`config.mk`:
```
export PLATFORM = sky130hd
export DESIGN_NAME = dsc_match_unit
export DESIGN_NICKNAME = d
export VERILOG_FILES = /design/src/dsc_pkg.sv /design/src/dsc_match_unit.sv
export SDC_FILE = /design/constraint.sdc
export NUM_CORES = 1
export LEC_CHECK = 0
export BUFFER_PORTS_ARGS = -buffer_cell sky130_fd_sc_hd__buf_2
export CAP_MARGIN = 25
export CORE_AREA = 2 2 276 278
export DETAILED_ROUTE_END_ITERATION = 6
export DIE_AREA = 0 0 278 280
export HOLD_SLACK_MARGIN = 0.1
export PLACE_DENSITY = 0.37
export SETUP_SLACK_MARGIN = 0.4
export SLEW_MARGIN = 20
export SYNTH_ARGS = -nofsm -noshare
export SYNTH_HDL_FRONTEND = slang
export SYNTH_SLANG_ARGS = --single-unit
```
`constraint.sdc`:
```
create_clock -name clk -period 2.88 [get_ports clk]
set_clock_uncertainty 0.1 [all_clocks]
set_input_delay 0 -clock clk [delete_from_list [all_inputs] [get_ports clk]]
set_output_delay 0 -clock clk [all_outputs]
set_load 0.02 [all_outputs]
```
`src/dsc_pkg.sv`:
```
// ============================================================================
// Dictionary segmentation counter package
// Sizes, payload types, operation codes, state codes and the saturating adder.
// ============================================================================
package dsc_pkg;

  localparam int MAX_WORD_LEN = 8;
  localparam int DICT_DEPTH   = 512;
  localparam int COUNT_BITS   = 64;

  localparam int SYM_W   = 8;
  localparam int WORD_W  = 64;
  localparam int LEN_W   = 4;
  localparam int OP_W    = 2;
  localparam int FIELD_W = 64;

  localparam int ADDR_W = (DICT_DEPTH > 1) ? $clog2(DICT_DEPTH) : 1;
  localparam int WC_W   = $clog2(DICT_DEPTH + 1);
  localparam int SIP_W  = $clog2(MAX_WORD_LEN + 1);

  localparam logic [OP_W-1:0] OP_ADD_WORD = 2'd0;
  localparam logic [OP_W-1:0] OP_SYMBOL   = 2'd1;
  localparam logic [OP_W-1:0] OP_CLEAR    = 2'd2;

  typedef logic [COUNT_BITS-1:0] count_t;
  typedef logic [MAX_WORD_LEN-1:0][SYM_W-1:0] sym_hist_t;
  typedef logic [MAX_WORD_LEN-1:0][COUNT_BITS-1:0] ways_hist_t;

  typedef struct packed {
    logic [OP_W-1:0]   op;
    logic [WORD_W-1:0] word_symbols;
    logic [LEN_W-1:0]  word_length;
    logic [SYM_W-1:0]  symbol;
    logic              last;
  } in_item_t;

  typedef struct packed {
    logic [FIELD_W-1:0] pattern_ways;
    logic               pattern_possible;
    logic [FIELD_W-1:0] running_total;
    logic               dictionary_overflow;
  } out_item_t;

  typedef struct packed {
    logic [WORD_W-1:0] word;
    logic [LEN_W-1:0]  len;
  } entry_t;

  // Pattern context handed to the compare unit for the current symbol.
  typedef struct packed {
    sym_hist_t        hist;
    ways_hist_t       ways;
    logic [SIP_W-1:0] sip;
  } match_ctx_t;

  typedef enum logic [2:0] {
    ST_IDLE   = 3'b001,
    ST_SCAN   = 3'b010,
    ST_FINISH = 3'b100
  } state_t;

  function automatic count_t sat_add(input count_t a, input count_t b);
    logic [COUNT_BITS:0] s;
    s = {1'b0, a} + {1'b0, b};
    return s[COUNT_BITS] ? '1 : s[COUNT_BITS-1:0];
  endfunction

endpackage

```
`src/dsc_match_unit.sv`:
```
// ============================================================================
// Word match unit
// Checks one dictionary entry against the symbol history and registers the
// way count it contributes.
// ============================================================================
module dsc_match_unit (
  input  logic                clk,
  input  logic                rst_n,
  input  logic                in_valid,
  input  dsc_pkg::entry_t     entry,
  input  dsc_pkg::match_ctx_t ctx,
  output dsc_pkg::count_t     addend_r,
  output logic                valid_r
);

  logic [dsc_pkg::MAX_WORD_LEN:1] hit;
  dsc_pkg::count_t                addend_nxt;

  // Each candidate length is checked against fixed history taps; the stored
  // length then picks which result counts.
  always_comb begin
    addend_nxt = '0;
    for (int l = 1; l <= dsc_pkg::MAX_WORD_LEN; l++) begin
      hit[l] = 1'b1;
      for (int j = 0; j < l; j++) begin
        if (entry.word[dsc_pkg::SYM_W*j +: dsc_pkg::SYM_W] != ctx.hist[l-1-j]) begin
          hit[l] = 1'b0;
        end
      end
    end
    for (int l = 1; l <= dsc_pkg::MAX_WORD_LEN; l++) begin
      if (hit[l] && (entry.len == dsc_pkg::LEN_W'(l)) && (ctx.sip >= dsc_pkg::SIP_W'(l))) begin
        addend_nxt = ctx.ways[l-1];
      end
    end
  end

  always_ff @(posedge clk) begin
    if (!rst_n) begin
      valid_r <= 1'b0;
    end else begin
      valid_r <= in_valid;
    end
  end

  always_ff @(posedge clk) begin
    addend_r <= addend_nxt;
  end

endmodule

```
Word level (Yosys, flattened, before mapping)
Index checks and enable logic that the tools add are counted.

Register bits: 65.

Order comparisons: 8. Equality and inequality tests: 44. Multiplexer cells: 44. Reductions and logical operators: 16.

Operator list (count): $mux 64 (8); $ne 8x8->1 (36); $mux 1 (36); $eq 4x3->1 const B (4); $ge 4x3->1 const B (4); $logic_and 1x1->1 (16); $eq 4x2->1 const B (2); $ge 4x2->1 const B (2); $eq 4x1->1 const B (1); $eq 4x4->1 const B (1); $ge 4x1->1 const B (1); $ge 4x4->1 const B (1).

Logic depth before layout (Yosys ltp)
Depth after elaboration: 12. Gate-level depth with buffers: 10. Mapped depth without buffers: 7.

Least setup slack after synthesis
OpenSTA, ideal clock, no wires.

Path type: input -> register. From: input ctx[543] (netlist name). To: register addend_r[13]. Data arrival time: 1952 ps. Setup slack: 705 ps. Cell stages on the path: 10. Buffers on the path: 3. Path through: clkbuf_1 > xnor2_1 > nand4_1 > or4_4 > buf_6 > buf_2 > nor4_1 > a221oi_1 > a221oi_1 > o21ai_1.

Word-level cells in the longest chain between the ends: 12. Elaborated cells between the ends (all ways): 40. Classes of those cells: eq/ne (5); mux (25); reduce/logical (10).

Ends and longest elaborated chain: start: declaration (line dsc_match_unit.sv:11) `input dsc_pkg::match_ctx_t ctx,`; $ne 8x8->1 (line dsc_match_unit.sv:26) `if (entry.word[dsc_pkg::SYM_W*j +: dsc_pkg::SYM_W] != ctx.hist[l-1-j]) begin`; $mux 1 (4 in a row) (line dsc_match_unit.sv:26); $logic_and 1x1->1 (2 in a row) (line dsc_match_unit.sv:32) `if (hit[l] && (entry.len == dsc_pkg::LEN_W'(l)) && (ctx.sip >= dsc_pkg::SIP_W'(l))) begin`; $mux 64 (4 in a row) (line dsc_match_unit.sv:32); $mux 64 (*) (line dsc_match_unit.sv:32); named net addend_nxt[13] (line dsc_match_unit.sv:17) `dsc_pkg::count_t addend_nxt;`; end signal: assignment (line dsc_match_unit.sv:47) `addend_r <= addend_nxt;`; end: declaration (line dsc_match_unit.sv:12) `output dsc_pkg::count_t addend_r,`.

The timed path passes the listed nets; every way through them passes the cells marked *. A chain may end at the register's enable or synchronous reset.

Final worst setup path
From: input entry[16] (netlist name). To: register addend_r[53].

Word-level cells in the longest chain between the ends: 11. Elaborated cells between the ends (all ways): 56. Classes of those cells: eq/ne (7); mux (35); reduce/logical (14).

Ends and longest elaborated chain: start: declaration (line dsc_match_unit.sv:10) `input dsc_pkg::entry_t entry,`; $ne 8x8->1 (line dsc_match_unit.sv:26); $mux 1 (line dsc_match_unit.sv:26); $logic_and 1x1->1 / $mux 1 (equally long branches) (2 in a row) (line dsc_match_unit.sv:32, dsc_match_unit.sv:26); $mux 64 (tied with other cells) (4 in a row) (line dsc_match_unit.sv:32); $mux 64 / $logic_and 1x1->1 (equally long branches) (2 in a row) (line dsc_match_unit.sv:32); $mux 64 (*) (line dsc_match_unit.sv:32); named net addend_nxt[53] (line dsc_match_unit.sv:17).

Marks and branches as above.

==> flow_metrics.tcl <==
set metrics [dict create \
    cpMaxStageDelayCell "or4_4" \
    cts_buffers 9 \
    grt_pass1_wl_um 132000 \
    grtUsageTotal_pct 23.7 \
    clockRootBuffer "clkbuf_16" \
    synthToLayoutAreaGrowth_pct 86.8 \
    die_h_um 280 \
    finalSetupTns_ns 0 \
    fill_cells 8294 \
    multi_input_area_um2 8370 \
    cpPeakStageDelay_ns 0.57 \
    vias 17000 \
    synth_cell_types 56 \
    placed_area_um2 15800 \
    synthArstFlopShare_pct 0 \
    synthesis.area_um2 10600 \
    worst_pin_slew_ns 0.705 \
    slew_headroom_pct 52.4 \
    synthCells 1433 \
    crit_path_cell_trace "buf_2, xnor2_2, nand4_1, buf_4, or4_4, buf_4, nor4_2, a221oi_1, a221oi_1, o21ai_1" \
    hold_path_class "in -> reg" \
    initial_utilization_pct 14.1 \
    clk_pin_slew_ns 0.07 \
    seq_area_frac_synth_pct 12.3 \
    regArea_um2 1300 \
    place_ws_ns -0.563 \
    grt_max_degree 65 \
    period_share_pct 87.3 \
    crit_fanout 18 \
    drive_gt1_share_pct 40.5 \
    clock-sinks 65 \
    ir_drop_v 0.000197 \
    maxCapViolCount 0 \
    critPathArrivalTime_ns 2.66 \
    p_leak_nw 8.27 \
    ys_warn_count 0 \
    finalInstanceArea_um2 19800 \
    end_kind "flip-flop" \
    grt_remaining_overflow 0 \
    dpl.hpwl_um 75800 \
    place_congestion 0.962 \
    synth-main-ff-cell "dfxtp_1" \
    die-area_um2 77800 \
    rsz0062_at_grt "true" \
    synth-edff-count 0 \
    antenna_found_initial 25 \
    cts-htree-levels 3 \
    portBuffers 715 \
    dr.first_iter.drc_count 1562 \
    pwr_density_cell_nw_per_um2 203 \
    worst_setup_path_start_kind "input port" \
    worst_ep_required_time_ns 3.03 \
    nets 3077 \
    finalSetupViolCount 0 \
    dr.pass1.iters 6 \
    fmax_mhz 398 \
    run_status "finished, final reports clean" \
    wl_per_cell_um 28.7 \
    synth-seq-cells 65 \
    drtAntennaViolNets 0 \
    drv_slew 0 \
    synth_area_per_cell_um2 7.39 \
    core_um2 75200 \
    layout_min_cycle_time_ns 2.51 \
    pin_count 716 \
    die_w_um 278 \
    drc 0 \
    worstSetupPathType "in -> reg" \
    hold_viol 0 \
    first_global_vias 17400 \
    wl_um 97900 \
    vias_per_cell 4.98 \
    cts.path.max_buffers 2 \
    cts_tree "yes" \
    rows 101 \
    fin_util_pct 26.3 \
    syn-num-nets 2084 \
    setup_slack_ns 0.367 \
]
[per-layer routing]
| metal | wire length [um] | share of wire (%) | track usage, % | vias to the layer above |
|---|---|---|---|---|
| met3 | 7940 | 8.1 | 5.14 | 209 |
| met5 | 113 | 0.12 | 0 | - |
| li1 | - | - | - | 7498 |
| met4 | 3570 | 3.6 | 8.57 | 18 |
| met2 | 45200 | 46 | 39.5 | 1068 |
| met1 | 41100 | 42 | 30.1 | 8203 |
[cells in the mapped netlist, types with 3 or more instances]
master | n | area share (%)
nor2b_1 | 11 | 0.65
nand2b_1 | 6 | 0.35
nor4b_1 | 3 | 0.25
nand4_1 | 99 | 5.8
clkbuf_8 | 21 | 2.7
a221oi_1 | 130 | 11
nand2_1 | 70 | 2.5
clkbuf_1 | 111 | 3.9
o21ai_0 | 68 | 3.2
and2_1 | 51 | 3.0
a32oi_1 | 64 | 5.3
a22o_1 | 3 | 0.25
a2111oi_0 | 3 | 0.25
dfxtp_1 | 65 | 12
dlygate4sd1_1 | 5 | 0.41
and2_2 | 16 | 1.1
inv_1 | 24 | 0.85
buf_2 | 47 | 2.2
nor3_1 | 8 | 0.38
buf_6 | 14 | 1.5
buf_8 | 6 | 0.85
clkbuf_2 | 3 | 0.14
nor2_1 | 7 | 0.25
nand3_1 | 70 | 3.3
xor2_1 | 133 | 11
nor4_1 | 163 | 9.6
xnor2_1 | 123 | 10
nor4_2 | 3 | 0.35
o21ai_1 | 61 | 2.9
o22ai_1 | 8 | 0.47
[power by group]
group	switching [mW]	internal, mW
Sequential	0.000252	0.899
Combinational	0.902	0.939
Clock	0.577	0.698
[flip-flops by register name, summed over array words and instances, names as in the netlist]
name	cells
addend_r	64
valid_r	1
[worst max-delay path, delay by kind of cell]
kind	cells	cell delay, ns
xor+xnor	1	0.28
buf+inv	3	0.57
simple gates	3	1.15
compound gates	3	0.63
[what timing repair did]
item,CTS,global route
endpoints found under the hold margin,65,0
buffers inserted,0,4
pin swaps,5,19
gates cloned,2,2
resized for setup,37,30
setup endpoints to repair,64,64
hold buffers,315,0
[worst paths after layout]
kind,cells after the start,from,slack (ns),to
setup / recovery,10,entry[16],0.37,addend_r[53]$_DFF_P_
hold / removal,5,ctx[64],0.1,addend_r[60]$_DFF_P_
[cell usage in the layout, fill, tap and decap left out, types with 3 or more instances in the layout]
cell type,Yosys,final
buf_2,47,714
dlygate4sd3_1,0,315
nor4_1,163,136
xor2_1,133,133
buf_4,2,126
xnor2_1,123,118
a221oi_1,130,116
nand4_1,99,99
nand2_1,70,69
nand3_1,70,68
o21ai_0,68,67
dfxtp_1,65,65
a32oi_1,64,64
o21ai_1,61,61
and2_1,51,50
buf_12,0,29
inv_1,24,24
nor4_2,3,21
and2_2,16,16
a221oi_2,0,14
nor2b_1,11,11
clkbuf_16,0,11
nor4_4,1,10
o22ai_1,8,8
diode_2,0,6
nor3_1,8,6
nor2_1,7,6
nand2b_1,6,6
buf_6,14,5
xnor2_2,0,4
buf_16,0,4
or4_4,2,3
nor4b_1,3,3
a22o_1,3,3
clkinvlp_4,0,3
[logic make-up after synthesis]
family,Yosys count,share of synthesized area [%]
AO/OA/AOI/OAI,350,24.2
buffers and inverters,238,13.2
AND/OR/NAND/NOR,524,29.2
flip-flops,65,12.3
XOR/XNOR,256,21.2
[cell type report]
type / count / area share (%)
diodes: 6 / 0.0759
clock buffers: 10 / 1.21
clock inverters: 6 / 0.335
inverters: 24 / 0.455
multi-input cells: 1130 / 42.3
flip-flops and latches: 65 / 6.58
well taps: 978 / 6.19
repair buffers: 1196 / 42.9
[per-stage QoR]
step / hold slack (ns) / power [mW] / std cells
floorplan: 0.00862 / 1.49 / 1433
global placement: 0.103 / 2.36 / 3070
detailed placement: 0.106 / 2.35 / 3070
CTS: 0.101 / 4.06 / 3403
global route: 0.130 / 4.19 / 3413
finish: 0.0968 / 4.02 / 3415
Note: power is estimated with default switching activity, not from simulation.
